**src/hdl/ehf_pkg.sv**
```systemverilog
// Shared types, constants, code tables and helper functions of the EBCDIC hexdump formatter.
`default_nettype none

package ehf_pkg;

   localparam int BYTES_PER_LINE_DEF = 16;
   localparam int GROUP_BYTES_DEF    = 8;

   localparam int CSR_ADDR_W = 3;
   localparam int CSR_DATA_W = 32;
   localparam int MODE_W     = 2;
   localparam logic REG_INPUT_MODE = 1'b0;

   localparam logic [MODE_W-1:0] MODE_ASCII_HEX  = 2'd1;
   localparam logic [MODE_W-1:0] MODE_EBCDIC_HEX = 2'd2;

   localparam logic [1:0] STAT_OK    = 2'd0;
   localparam logic [1:0] STAT_SPACE = 2'd1;
   localparam logic [1:0] STAT_ODD   = 2'd2;

   localparam logic [7:0] CH_SPACE   = 8'h20;
   localparam logic [7:0] CH_NEWLINE = 8'h0A;
   localparam logic [7:0] CH_PLUS    = 8'h2B;
   localparam logic [7:0] CH_MINUS   = 8'h2D;

   typedef struct packed {
      logic [7:0] in_char;
      logic       in_last;
   } req_type;

   typedef struct packed {
      logic [7:0] out_char;
      logic       run_last;
      logic       msg_end;
      logic [1:0] status;
   } rsp_type;

   typedef enum logic [2:0] {
      SEL_HI,
      SEL_LO,
      SEL_SPACE,
      SEL_TEXT,
      SEL_NEWLINE
   } char_sel_type;

   typedef struct packed {
      logic         accept;
      logic         emit;
      char_sel_type sel;
      logic         run_last;
      logic         line_clear;
   } cmd_type;

   typedef struct packed {
      logic have;
      logic last;
      logic odd;
      logic grp_end;
      logic line_full;
      logic pad_done;
      logic text_done;
   } sts_type;

   localparam logic [7:0] A2E_ROM [0:255] = '{
      8'h00,8'h40,8'h40,8'h40,8'h40,8'h40,8'h40,8'h40,8'h40,8'h40,8'h25,8'h40,8'h40,8'h0D,8'h40,8'h40,
      8'h40,8'h40,8'h40,8'h40,8'h40,8'h40,8'h40,8'h40,8'h40,8'h40,8'h40,8'h40,8'h40,8'h40,8'h40,8'h40,
      8'h40,8'h4F,8'h7F,8'h7B,8'h5B,8'h6C,8'h50,8'h7D,8'h4D,8'h5D,8'h5C,8'h4E,8'h6B,8'h60,8'h4B,8'h61,
      8'hF0,8'hF1,8'hF2,8'hF3,8'hF4,8'hF5,8'hF6,8'hF7,8'hF8,8'hF9,8'h7A,8'h5E,8'h4C,8'h7E,8'h6E,8'h6F,
      8'h7C,8'hC1,8'hC2,8'hC3,8'hC4,8'hC5,8'hC6,8'hC7,8'hC8,8'hC9,8'hD1,8'hD2,8'hD3,8'hD4,8'hD5,8'hD6,
      8'hD7,8'hD8,8'hD9,8'hE2,8'hE3,8'hE4,8'hE5,8'hE6,8'hE7,8'hE8,8'hE9,8'h4A,8'hE0,8'h5A,8'h5F,8'h6D,
      8'h79,8'h81,8'h82,8'h83,8'h84,8'h85,8'h86,8'h87,8'h88,8'h89,8'h91,8'h92,8'h93,8'h94,8'h95,8'h96,
      8'h97,8'h98,8'h99,8'hA2,8'hA3,8'hA4,8'hA5,8'hA6,8'hA7,8'hA8,8'hA9,8'h8B,8'h6A,8'h9B,8'hA1,8'h40,
      8'h40,8'h40,8'h40,8'h40,8'h40,8'h40,8'h40,8'h40,8'h40,8'h40,8'h40,8'h40,8'h40,8'h40,8'h40,8'h40,
      8'h40,8'h40,8'h40,8'h40,8'h40,8'h40,8'h40,8'h40,8'h40,8'h40,8'h40,8'h40,8'h40,8'h40,8'h40,8'h40,
      8'h40,8'h40,8'h40,8'h40,8'h40,8'h40,8'h40,8'h40,8'h40,8'h40,8'h40,8'h40,8'h40,8'h40,8'h40,8'h40,
      8'h40,8'h40,8'h40,8'h40,8'h40,8'h40,8'h40,8'h40,8'h40,8'h40,8'h40,8'h40,8'h40,8'h40,8'h40,8'h40,
      8'h41,8'h42,8'h43,8'h44,8'h45,8'h40,8'h40,8'h46,8'h47,8'h48,8'h51,8'h52,8'h53,8'h54,8'h55,8'h56,
      8'h40,8'h57,8'h58,8'h59,8'h62,8'h63,8'h64,8'h40,8'h40,8'h65,8'h66,8'h67,8'h68,8'h69,8'h40,8'h40,
      8'h71,8'h72,8'h73,8'h74,8'h75,8'h40,8'h40,8'h76,8'h77,8'h78,8'hAA,8'hAB,8'hAC,8'hAE,8'hAF,8'hB1,
      8'h40,8'hB2,8'hB3,8'hB4,8'hB5,8'hB6,8'hB7,8'h40,8'h40,8'hB8,8'hB9,8'hBA,8'hBB,8'hBC,8'h40,8'h40
   };

   localparam logic [7:0] E2A_ROM [0:255] = '{
      8'h00,8'h01,8'h02,8'h03,8'h20,8'h09,8'h20,8'h7F,8'h20,8'h20,8'h20,8'h0B,8'h0C,8'h0D,8'h0E,8'h0F,
      8'h10,8'h11,8'h12,8'h13,8'h20,8'h20,8'h08,8'h17,8'h18,8'h19,8'h20,8'h20,8'h1C,8'h1D,8'h1E,8'h1F,
      8'h20,8'h20,8'h20,8'h20,8'h20,8'h0A,8'h17,8'h1B,8'h20,8'h20,8'h20,8'h20,8'h20,8'h05,8'h06,8'h07,
      8'h20,8'h20,8'h16,8'h20,8'h20,8'h20,8'h20,8'h04,8'h20,8'h20,8'h20,8'h20,8'h14,8'h15,8'h20,8'h1A,
      8'h20,8'hC0,8'hC1,8'hC2,8'hC3,8'hC4,8'hC7,8'hC8,8'hC9,8'h20,8'h5B,8'h2E,8'h3C,8'h28,8'h2B,8'h21,
      8'h26,8'hCA,8'hCB,8'hCC,8'hCD,8'hCE,8'hCF,8'hD1,8'hD2,8'hD3,8'h5D,8'h24,8'h2A,8'h29,8'h3B,8'h5E,
      8'h2D,8'h2F,8'hD4,8'hD5,8'hD6,8'hD9,8'hDA,8'hDB,8'hDC,8'hDD,8'h7C,8'h2C,8'h25,8'h5F,8'h3E,8'h3F,
      8'h20,8'hE0,8'hE1,8'hE2,8'hE3,8'hE4,8'hE7,8'hE8,8'hE9,8'h60,8'h3A,8'h23,8'h40,8'h27,8'h3D,8'h22,
      8'h20,8'h61,8'h62,8'h63,8'h64,8'h65,8'h66,8'h67,8'h68,8'h69,8'h20,8'h7B,8'h20,8'h20,8'h20,8'h20,
      8'h20,8'h6A,8'h6B,8'h6C,8'h6D,8'h6E,8'h6F,8'h70,8'h71,8'h72,8'h20,8'h7D,8'h20,8'h20,8'h20,8'h20,
      8'h20,8'h7E,8'h73,8'h74,8'h75,8'h76,8'h77,8'h78,8'h79,8'h7A,8'hEA,8'hEB,8'hEC,8'h5B,8'hED,8'hEE,
      8'h20,8'hEF,8'hF1,8'hF2,8'hF3,8'hF4,8'hF5,8'hF6,8'hF9,8'hFA,8'hFB,8'hFC,8'hFD,8'h5D,8'h20,8'h60,
      8'h7B,8'h41,8'h42,8'h43,8'h44,8'h45,8'h46,8'h47,8'h48,8'h49,8'h20,8'h20,8'h20,8'h20,8'h20,8'h20,
      8'h7D,8'h4A,8'h4B,8'h4C,8'h4D,8'h4E,8'h4F,8'h50,8'h51,8'h52,8'h20,8'h20,8'h20,8'h20,8'h20,8'h20,
      8'h5C,8'h20,8'h53,8'h54,8'h55,8'h56,8'h57,8'h58,8'h59,8'h5A,8'h20,8'h20,8'h20,8'h20,8'h20,8'h20,
      8'h30,8'h31,8'h32,8'h33,8'h34,8'h35,8'h36,8'h37,8'h38,8'h39,8'h20,8'h20,8'h20,8'h20,8'h20,8'h20
   };

   // Returns a valid flag in the top bit and the digit value below it.
   function automatic logic [4:0] hex_digit(input logic [7:0] c);
      logic [4:0] r;
      r = 5'd0;
      if (c >= 8'h30 && c <= 8'h39) begin
         r = {1'b1, c[3:0]};
      end else if ((c >= 8'h41 && c <= 8'h46) || (c >= 8'h61 && c <= 8'h66)) begin
         r = {1'b1, c[3:0] + 4'd9};
      end
      return r;
   endfunction

   function automatic logic is_ws(input logic [7:0] c);
      return (c == CH_SPACE) || (c >= 8'h09 && c <= 8'h0D);
   endfunction

   function automatic logic [7:0] parse_pair(input logic [7:0] a, input logic [7:0] b);
      logic [4:0] da;
      logic [4:0] db;
      logic [7:0] vb;
      logic [7:0] r;
      da = hex_digit(a);
      db = hex_digit(b);
      vb = db[4] ? {4'd0, db[3:0]} : 8'd0;
      if (is_ws(a) || a == CH_PLUS) begin
         r = vb;
      end else if (a == CH_MINUS) begin
         r = 8'd0 - vb;
      end else if (!da[4]) begin
         r = 8'd0;
      end else if (!db[4]) begin
         r = {4'd0, da[3:0]};
      end else begin
         r = {da[3:0], db[3:0]};
      end
      return r;
   endfunction

   function automatic logic [7:0] hex_char(input logic [3:0] n);
      return (n < 4'd10) ? (8'h30 + {4'd0, n}) : (8'h37 + {4'd0, n});
   endfunction

endpackage

`default_nettype wire

```
**src/hdl/ehf_ctrl.sv**
```systemverilog
// Sequencer that steps each transaction through hex digits, spacing, padding, text and newline.
`default_nettype none

module ehf_ctrl (
   input  wire logic            clock,
   input  wire logic            reset,
   input  wire logic            req_valid,
   output logic                 req_ready,
   output logic                 rsp_valid,
   input  wire logic            rsp_ready,
   input  wire ehf_pkg::sts_type sts_i,
   output ehf_pkg::cmd_type     cmd_o
);
   import ehf_pkg::*;

   typedef enum logic [2:0] {
      ST_IDLE,
      ST_HI,
      ST_LO,
      ST_SP1,
      ST_SP2,
      ST_PAD,
      ST_TEXT,
      ST_NL
   } state_type;

   state_type state_ff;
   state_type state_in;
   logic      rsp_valid_ff;
   logic      rsp_valid_in;
   logic      slot_free;
   state_type after_byte;
   logic      run_ends;

   assign slot_free = !rsp_valid_ff || rsp_ready;
   assign req_ready = (state_ff == ST_IDLE);
   assign rsp_valid = rsp_valid_ff;

   always_comb begin
      priority if (sts_i.line_full) begin
         after_byte = ST_TEXT;
      end else if (sts_i.last) begin
         after_byte = ST_PAD;
      end else begin
         after_byte = ST_IDLE;
      end
      run_ends = !sts_i.line_full && !sts_i.last;
   end

   always_comb begin
      state_in          = state_ff;
      cmd_o.accept      = 1'b0;
      cmd_o.emit        = 1'b0;
      cmd_o.sel         = SEL_SPACE;
      cmd_o.run_last    = 1'b0;
      cmd_o.line_clear  = 1'b0;
      unique case (state_ff)
         ST_IDLE: begin
            if (req_valid) begin
               cmd_o.accept = 1'b1;
               state_in     = ST_HI;
            end
         end
         ST_HI: begin
            if (!sts_i.have) begin
               state_in = ST_IDLE;
            end else if (slot_free) begin
               cmd_o.emit = 1'b1;
               cmd_o.sel  = SEL_HI;
               state_in   = ST_LO;
            end
         end
         ST_LO: begin
            if (slot_free) begin
               cmd_o.emit = 1'b1;
               cmd_o.sel  = SEL_LO;
               if (sts_i.odd) begin
                  state_in = ST_SP1;
               end else begin
                  cmd_o.run_last = run_ends;
                  state_in       = after_byte;
               end
            end
         end
         ST_SP1: begin
            if (slot_free) begin
               cmd_o.emit = 1'b1;
               if (sts_i.grp_end) begin
                  state_in = ST_SP2;
               end else begin
                  cmd_o.run_last = run_ends;
                  state_in       = after_byte;
               end
            end
         end
         ST_SP2: begin
            if (slot_free) begin
               cmd_o.emit     = 1'b1;
               cmd_o.run_last = run_ends;
               state_in       = after_byte;
            end
         end
         ST_PAD: begin
            if (sts_i.pad_done) begin
               state_in = ST_TEXT;
            end else if (slot_free) begin
               cmd_o.emit = 1'b1;
            end
         end
         ST_TEXT: begin
            if (slot_free) begin
               cmd_o.emit = 1'b1;
               cmd_o.sel  = SEL_TEXT;
               if (sts_i.text_done) begin
                  state_in = ST_NL;
               end
            end
         end
         ST_NL: begin
            if (slot_free) begin
               cmd_o.emit       = 1'b1;
               cmd_o.sel        = SEL_NEWLINE;
               cmd_o.run_last   = 1'b1;
               cmd_o.line_clear = 1'b1;
               state_in         = ST_IDLE;
            end
         end
         default: begin
            state_in = ST_IDLE;
         end
      endcase

      if (cmd_o.emit) begin
         rsp_valid_in = 1'b1;
      end else if (rsp_ready) begin
         rsp_valid_in = 1'b0;
      end else begin
         rsp_valid_in = rsp_valid_ff;
      end
   end

   always_ff @(posedge clock) begin
      if (reset) begin
         state_ff     <= ST_IDLE;
         rsp_valid_ff <= 1'b0;
      end else begin
         state_ff     <= state_in;
         rsp_valid_ff <= rsp_valid_in;
      end
   end

endmodule

`default_nettype wire

```
**src/hdl/ehf_dpath.sv**
```systemverilog
// Datapath: character decoding, pair parsing, line counters, text buffer and output register.
`default_nettype none

module ehf_dpath #(
   parameter int BYTES_PER_LINE = ehf_pkg::BYTES_PER_LINE_DEF,
   parameter int GROUP_BYTES    = ehf_pkg::GROUP_BYTES_DEF
) (
   input  wire logic                          clock,
   input  wire logic                          reset,
   input  wire logic [ehf_pkg::MODE_W-1:0]    mode_i,
   input  wire ehf_pkg::req_type              req_i,
   input  wire ehf_pkg::cmd_type              cmd_i,
   output ehf_pkg::sts_type                   sts_o,
   output ehf_pkg::rsp_type                   rsp_o
);
   import ehf_pkg::*;

   localparam int IDX_W = $clog2(BYTES_PER_LINE);
   localparam int CNT_W = $clog2(BYTES_PER_LINE + 1);
   localparam int GRP_W = $clog2(GROUP_BYTES);
   localparam int GROUP_SPACES = (GROUP_BYTES % 2 == 0) ? (BYTES_PER_LINE / GROUP_BYTES)
                                                        : (BYTES_PER_LINE / (2 * GROUP_BYTES));
   localparam int FULL_WIDTH = 2 * BYTES_PER_LINE + BYTES_PER_LINE / 2 + GROUP_SPACES;
   localparam int COL_W = $clog2(FULL_WIDTH + 1);

   logic             pend_ff, pend_in;
   logic [7:0]       first_ff, first_in;
   logic [7:0]       byte_ff;
   logic [1:0]       stat_ff;
   logic             last_ff;
   logic             have_ff;
   logic             odd_ff;
   logic             grp_end_ff;
   logic [CNT_W-1:0] count_ff;
   logic [GRP_W-1:0] grp_cnt_ff;
   logic [COL_W-1:0] col_ff;
   logic [IDX_W-1:0] idx_ff;
   rsp_type          rsp_ff;
   logic [7:0]       text_mem [BYTES_PER_LINE];

   logic             hex_mode;
   logic             dec_have;
   logic [7:0]       dec_raw;
   logic [7:0]       dec_byte;
   logic [1:0]       dec_stat;
   logic [4:0]       lone_digit;
   logic [7:0]       ebcdic;
   logic [7:0]       out_char;
   logic             grp_wrap;

   assign hex_mode   = (mode_i == MODE_ASCII_HEX) || (mode_i == MODE_EBCDIC_HEX);
   assign lone_digit = hex_digit(req_i.in_char);

   always_comb begin
      pend_in  = pend_ff;
      first_in = first_ff;
      dec_have = 1'b0;
      dec_raw  = req_i.in_char;
      dec_stat = STAT_OK;
      if (hex_mode) begin
         if (pend_ff) begin
            dec_raw  = parse_pair(first_ff, req_i.in_char);
            dec_stat = (first_ff == CH_SPACE || req_i.in_char == CH_SPACE) ? STAT_SPACE
                                                                            : STAT_OK;
            pend_in  = 1'b0;
            dec_have = 1'b1;
         end else if (req_i.in_last) begin
            dec_raw  = lone_digit[4] ? {4'd0, lone_digit[3:0]} : 8'd0;
            dec_stat = STAT_ODD;
            dec_have = 1'b1;
         end else begin
            first_in = req_i.in_char;
            pend_in  = 1'b1;
         end
      end else begin
         pend_in  = 1'b0;
         dec_have = 1'b1;
      end
      dec_byte = (mode_i == MODE_EBCDIC_HEX) ? E2A_ROM[dec_raw] : dec_raw;
      if (req_i.in_last) begin
         pend_in  = 1'b0;
         first_in = 8'd0;
      end
   end

   assign grp_wrap = (grp_cnt_ff == GRP_W'(GROUP_BYTES - 1));
   assign ebcdic   = A2E_ROM[byte_ff];

   always_comb begin
      unique case (cmd_i.sel)
         SEL_HI:      out_char = hex_char(ebcdic[7:4]);
         SEL_LO:      out_char = hex_char(ebcdic[3:0]);
         SEL_SPACE:   out_char = CH_SPACE;
         SEL_NEWLINE: out_char = CH_NEWLINE;
         default:     out_char = CH_SPACE;
      endcase
   end

   always_ff @(posedge clock) begin
      if (cmd_i.accept && dec_have) begin
         text_mem[count_ff[IDX_W-1:0]] <= dec_byte;
      end
   end

   always_ff @(posedge clock) begin
      if (reset) begin
         pend_ff    <= 1'b0;
         first_ff   <= 8'd0;
         have_ff    <= 1'b0;
         last_ff    <= 1'b0;
         count_ff   <= '0;
         grp_cnt_ff <= '0;
         col_ff     <= '0;
         idx_ff     <= '0;
      end else begin
         if (cmd_i.accept) begin
            pend_ff  <= pend_in;
            first_ff <= first_in;
            have_ff  <= dec_have;
            last_ff  <= req_i.in_last;
            byte_ff  <= dec_byte;
            stat_ff  <= dec_stat;
            if (dec_have) begin
               odd_ff     <= count_ff[0];
               grp_end_ff <= count_ff[0] && grp_wrap;
               count_ff   <= count_ff + CNT_W'(1);
               grp_cnt_ff <= grp_wrap ? '0 : grp_cnt_ff + GRP_W'(1);
            end
         end
         if (cmd_i.emit) begin
            rsp_ff.out_char <= (cmd_i.sel == SEL_TEXT) ? text_mem[idx_ff] : out_char;
            rsp_ff.run_last <= cmd_i.run_last;
            rsp_ff.msg_end  <= last_ff && (cmd_i.sel == SEL_NEWLINE);
            rsp_ff.status   <= stat_ff;
            if (cmd_i.sel == SEL_HI || cmd_i.sel == SEL_LO || cmd_i.sel == SEL_SPACE) begin
               col_ff <= col_ff + COL_W'(1);
            end
            if (cmd_i.sel == SEL_TEXT) begin
               idx_ff <= idx_ff + IDX_W'(1);
            end
         end
         if (cmd_i.line_clear) begin
            count_ff   <= '0;
            grp_cnt_ff <= '0;
            col_ff     <= '0;
            idx_ff     <= '0;
         end
      end
   end

   assign sts_o.have      = have_ff;
   assign sts_o.last      = last_ff;
   assign sts_o.odd       = odd_ff;
   assign sts_o.grp_end   = grp_end_ff;
   assign sts_o.line_full = (count_ff == CNT_W'(BYTES_PER_LINE));
   assign sts_o.pad_done  = (col_ff >= COL_W'(FULL_WIDTH));
   assign sts_o.text_done = (({1'b0, idx_ff} + (IDX_W + 1)'(1)) == (IDX_W + 1)'(count_ff));
   assign rsp_o           = rsp_ff;

endmodule

`default_nettype wire

```
**src/hdl/ebcdic_hexdump_formatter_top.sv**
```systemverilog
// Top level of the EBCDIC hexdump formatter: configuration register, sequencer and datapath.
`default_nettype none

// Turns a message, one character per transaction, into hexdump text, one character per
// result transaction. Each character transaction is accepted and then gives its result
// characters in turn: a byte gives two hex digits plus up to two spaces, and the end of a
// line adds the buffered text bytes plus the newline; the first character of a hex pair
// gives no result. When a message ends on a partial line, padding spaces come before the
// text. The output register lets the next character be taken while the last result still
// waits. The rate is set by the single output port, at most one character per cycle, and
// less while rsp_ready stalls it. input_mode sits at byte address 0 and is to be written
// only while the block is idle; the block itself does not enforce this.
module ebcdic_hexdump_formatter_top #(
   parameter int BYTES_PER_LINE = ehf_pkg::BYTES_PER_LINE_DEF,
   parameter int GROUP_BYTES    = ehf_pkg::GROUP_BYTES_DEF
) (
   input  wire logic                             clock,
   input  wire logic                             reset,
   input  wire logic                             req_valid,
   output logic                                  req_ready,
   input  wire ehf_pkg::req_type                 req_payload,
   output logic                                  rsp_valid,
   input  wire logic                             rsp_ready,
   output ehf_pkg::rsp_type                      rsp_payload,
   input  wire logic                             psel,
   input  wire logic                             penable,
   input  wire logic                             pwrite,
   input  wire logic [ehf_pkg::CSR_ADDR_W-1:0]   paddr,
   input  wire logic [ehf_pkg::CSR_DATA_W-1:0]   pwdata,
   output logic [ehf_pkg::CSR_DATA_W-1:0]        prdata,
   output logic                                  pready
);
   import ehf_pkg::*;

   logic [MODE_W-1:0] mode_ff;
   cmd_type           cmd;
   sts_type           sts;

   assign pready = 1'b1;
   assign prdata = (paddr[2] == REG_INPUT_MODE) ? CSR_DATA_W'(mode_ff) : '0;

   always_ff @(posedge clock) begin
      if (reset) begin
         mode_ff <= '0;
      end else if (psel && penable && pwrite && paddr[2] == REG_INPUT_MODE) begin
         mode_ff <= pwdata[MODE_W-1:0];
      end
   end

   ehf_ctrl u_ctrl (
      .clock     (clock),
      .reset     (reset),
      .req_valid (req_valid),
      .req_ready (req_ready),
      .rsp_valid (rsp_valid),
      .rsp_ready (rsp_ready),
      .sts_i     (sts),
      .cmd_o     (cmd)
   );

   ehf_dpath #(
      .BYTES_PER_LINE (BYTES_PER_LINE),
      .GROUP_BYTES    (GROUP_BYTES)
   ) u_dpath (
      .clock  (clock),
      .reset  (reset),
      .mode_i (mode_ff),
      .req_i  (req_payload),
      .cmd_i  (cmd),
      .sts_o  (sts),
      .rsp_o  (rsp_payload)
   );

endmodule

`default_nettype wire
```
**config.mk**
```make
export PLATFORM = sky130hd
export DESIGN_NAME = ebcdic_hexdump_formatter_top
export DESIGN_NICKNAME = d
export VERILOG_FILES = /design/src/hdl/ehf_pkg.sv /design/src/hdl/ehf_ctrl.sv /design/src/hdl/ehf_dpath.sv /design/src/hdl/ebcdic_hexdump_formatter_top.sv
export SDC_FILE = /design/constraint.sdc
export NUM_CORES = 1
export LEC_CHECK = 0
export CORE_ASPECT_RATIO = 1.2
export CORE_UTILIZATION = 50
export DETAILED_ROUTE_END_ITERATION = 16
export DONT_BUFFER_PORTS = 1
export HOLD_SLACK_MARGIN = 0.06
export PLACE_DENSITY = 0.69
export SYNTH_ARGS = -nofsm -noshare
export SYNTH_HDL_FRONTEND = slang
export SYNTH_SLANG_ARGS = --single-unit
```
**constraint.sdc**
```tcl
create_clock -name clock -period 6 [get_ports clock]
set_input_delay 1.2 -clock clock [delete_from_list [all_inputs] [get_ports clock]]
set_output_delay 1.2 -clock clock [all_outputs]
set_load 0.01 [all_outputs]
```
==> reports/results.tsv <==
stage	metric	value	unit
run_status	status	complete, no violations	
grt	initial antenna violation count	0	
critical_path	slowest cell on the critical path	o311ai_1	
timing	Min Hold Slack	0.427	ns
cts	worst skew pair latency	0.43	ns
critical_path	Arr. time, crit path	5.53	ns
yosys	Synth Flop Type	edfxtp_1	
worst_hold_path	Hold Crit Class	flop to flop	
cts	clock root buffer	clkbuf_16	
timing	unrepaired setup endpoints after global routing	false	
grt	total gr overflow	0	
timing	Worst Skew	0.0107	ns
pwr	total power	3190	uW
timing	minimum clock period	5.27	ns
timing	final period utilization	0.879	
grt	first-pass GRT wire length	53700	um
critical_path	Crit path buffers/inverters	3	
floorplanning	Die Footprint	26100	sq um
floorplanning	die width	148	um
detailed_routing	DR WL met2	16500	um
critical_path	worst-path maximum fanout	22	
cts	Post-CTS Setup Bufs	0	
timing	Hold Vio Cnt, Final	0	
critical_path	Cell Chain, Critical Path	inv_1 -> ha_1 -> o21bai_1 -> a21oi_1 -> a21oi_4 -> a21oi_1 -> nor2_1 -> ha_1 -> a41o_1 -> o31a_1 -> o21ai_2 -> a22o_1 -> buf_4 -> a21oi_2 -> o311ai_1 -> a211oi_1 -> a211o_1 -> a41oi_1 -> buf_4	
timing	Final Setup Violations	0	
floorplanning	Core Footprint	24800	sq um
yosys	Syn Area/Cell	9.97	sq um
yosys	Mapped Area	12700	sq um
yosys	Synth Warn #	0	
cts	CTS H-Tree Depth	4	
cts	deepest clock path buffer count	2	
detailed_routing	met3 wire length	2590	um
placed_design	Routability Congestion	1.11	
cts	clk sinks	191	
grt	largest net degree at the start of global routing	49	
cts	hold buffer count at CTS	0	
detailed_routing	first drt pass iteration count	7	
yosys	number of synthesized flops with an enable pin	152	
detailed_routing	DRC viols	0	
finish	Final Cell Area	13500	sq um
floorplanning	Starting Density	0.512	
cts	Reg clk slew, reported paths	0.06	ns
cts	total CTS buffers	17	
detailed_routing	DRT antenna net count	0	
timing	fmax	190	MHz
timing	slew margin rel.	0.233	
placed_design	Buffers on Ports	0	
flow_run	max-cap check violation count	0	
finish	fin cells	1584	
floorplanning	num rows	63	
placed_design	placed cells	1553	
finish	Inserted Diodes	0	
critical_path	delay-heaviest family, CP	compound AO/OA/AOI/OAI gates	
critical_path	Max stage delay on crit path	0.38	ns
critical_path	WS Path Type	primary input to flop	
yosys	ys async rst share	0	
yosys	#FFs+latches synth	191	
placed_design	dpl cell area	13000	sq um
finish	Layout Nets	1341	
floorplanning	Die Ht	177	um
critical_path	CP Capture Type	flop	
yosys	Syn Inst Count	1275	
detailed_routing	vias per cell	6.61	
yosys	Distinct cells, synth	100	
detailed_routing	top layer in use	met4	
detailed_routing	wl on met1	13200	um
grt	number of global-route vias before repair	9871	
pwr	maximum vdd drop	0.218	mV
timing	Slew Viols, Final	0	
finish	Area Overhead vs Synth	6.63	%
critical_path	startpoint class of the critical path	primary input	
detailed_routing	wire per inst	21.4	um
cts	post-CTS sizing	0	
finish	share of layout cells above drive strength 1	0.124	
pwr	LEAKAGE	0.00460	uW
detailed_routing	via count	10500	
critical_path	Critical Path RT	6.26	ns
cts	CTS tree	built	
yosys	post-synthesis sequential area ratio	0.421	
placed_design	final HPWL from detailed placement	23800	um
grt	gr usage total	0.266	
pwr	PwrDens	235	nW/um^2
detailed_routing	Routed WL	33900	um
detailed_routing	Iteration-0 DRC Markers	1268	
timing	Least-Margin Pin Slew	1.15	ns
floorplanning	# IOs	98	
timing	total negative slack	0	ns
cell usage in the layout (no fill, tap or decap), drive strengths merged, types with 11 or more instances in the layout:
cell type / synthesis / layout
nand4: 11 / 11
inv: 37 / 41
a22oi: 20 / 20
nand3: 29 / 29
o211ai: 17 / 17
ha: 43 / 43
o21ai: 78 / 78
mux4: 40 / 40
dfxtp: 39 / 39
edfxtp: 152 / 152
conb: 2 / 31
buf: 69 / 50
clkbuf: 57 / 18
nor2: 126 / 126
nand2: 97 / 97
nor3: 40 / 40
nor2b: 15 / 15
nand2b: 16 / 16
a31oi: 17 / 17
a211oi: 17 / 17
a21oi: 88 / 88
and2: 24 / 24
o22ai: 13 / 13
cells in the mapped netlist, drive strengths merged, types with 20 or more instances:
| library cell | n | area, sq um |
|---|---|---|
| nand3 | 29 | 145 |
| ha | 43 | 538 |
| nor2 | 126 | 485 |
| and2 | 24 | 150 |
| nor3 | 40 | 210 |
| mux4 | 40 | 901 |
| buf | 69 | 448 |
| inv | 37 | 139 |
| o21ai | 78 | 413 |
| a22oi | 20 | 169 |
| clkbuf | 57 | 214 |
| dfxtp | 39 | 781 |
| edfxtp | 152 | 4560 |
| nand2 | 97 | 367 |
| a21oi | 88 | 459 |
worst paths after layout:
kind                            start                 endpoint  slack (ns)  cells after the start
hold / removal     u_dpath.stat_ff[0]         u_dpath.rsp_o[0]        0.43                      0
setup reg to reg  u_dpath.first_ff[1]   u_dpath.text_mem[8][0]        1.07                     14
setup / recovery       req_payload[1]  u_dpath.text_mem[12][1]        0.73                     19
hold reg to reg    u_dpath.stat_ff[0]         u_dpath.rsp_o[0]        0.43                      0
metrics by stage:
stage	util	worst slack, ns
global placement	0.522	0.397
detailed placement	0.522	0.354
global route	0.546	0.369
finish	0.546	0.726
CTS	0.546	0.824
floorplan	-	0.619
flip-flops by register name, indices dropped and copies added, names as in the netlist, 2 cells and up, named ones only:
signal and count:
u_dpath.text_mem 128, u_dpath.rsp_o 12, u_dpath.byte_ff 8, u_dpath.first_ff 8, u_dpath.col_ff 6, u_dpath.count_ff 5, u_dpath.idx_ff 4, u_ctrl.state_ff 3
u_dpath.grp_cnt_ff 3, mode_ff 2, u_dpath.stat_ff 2
layer usage:
metal,up-vias,track usage
li1,4781,-
met1,4931,0.325
met2,613,0.452
met3,151,0.0461
met4,0,0.133
met5,-,0
report_power, final:
part / switching (uW) / leakage (uW) / internal (uW)
sequential: 31.0 / 0.00169 / 1480
clock: 478 / 0.000289 / 654
combinational: 366 / 0.00263 / 187
total: 874 / 0.00460 / 2320
cell families after synthesis:
logic type	count (synthesis)	share of synthesized area
adders and majority gates	43	0.0423
DFF	191	0.421
AOI/OAI and AO/OA	401	0.224
other	2	0.000591
xor gates and xnor gates	19	0.0131
and+or+nand+nor	401	0.154
muxes	53	0.0815
buffers and inverters	165	0.0636
final cells by class:
| class | instances | area, sq um |
|---|---|---|
| clock inverter | 13 | 158 |
| tap | 325 | 407 |
| timing repair buffer | 50 | 400 |
| clock buffer | 18 | 429 |
| multi-input combinational | 948 | 6660 |
| fill | 2176 | 11300 |
| inverter | 39 | 146 |
| sequential | 191 | 5350 |
Power figures use the tool's default switching activity.
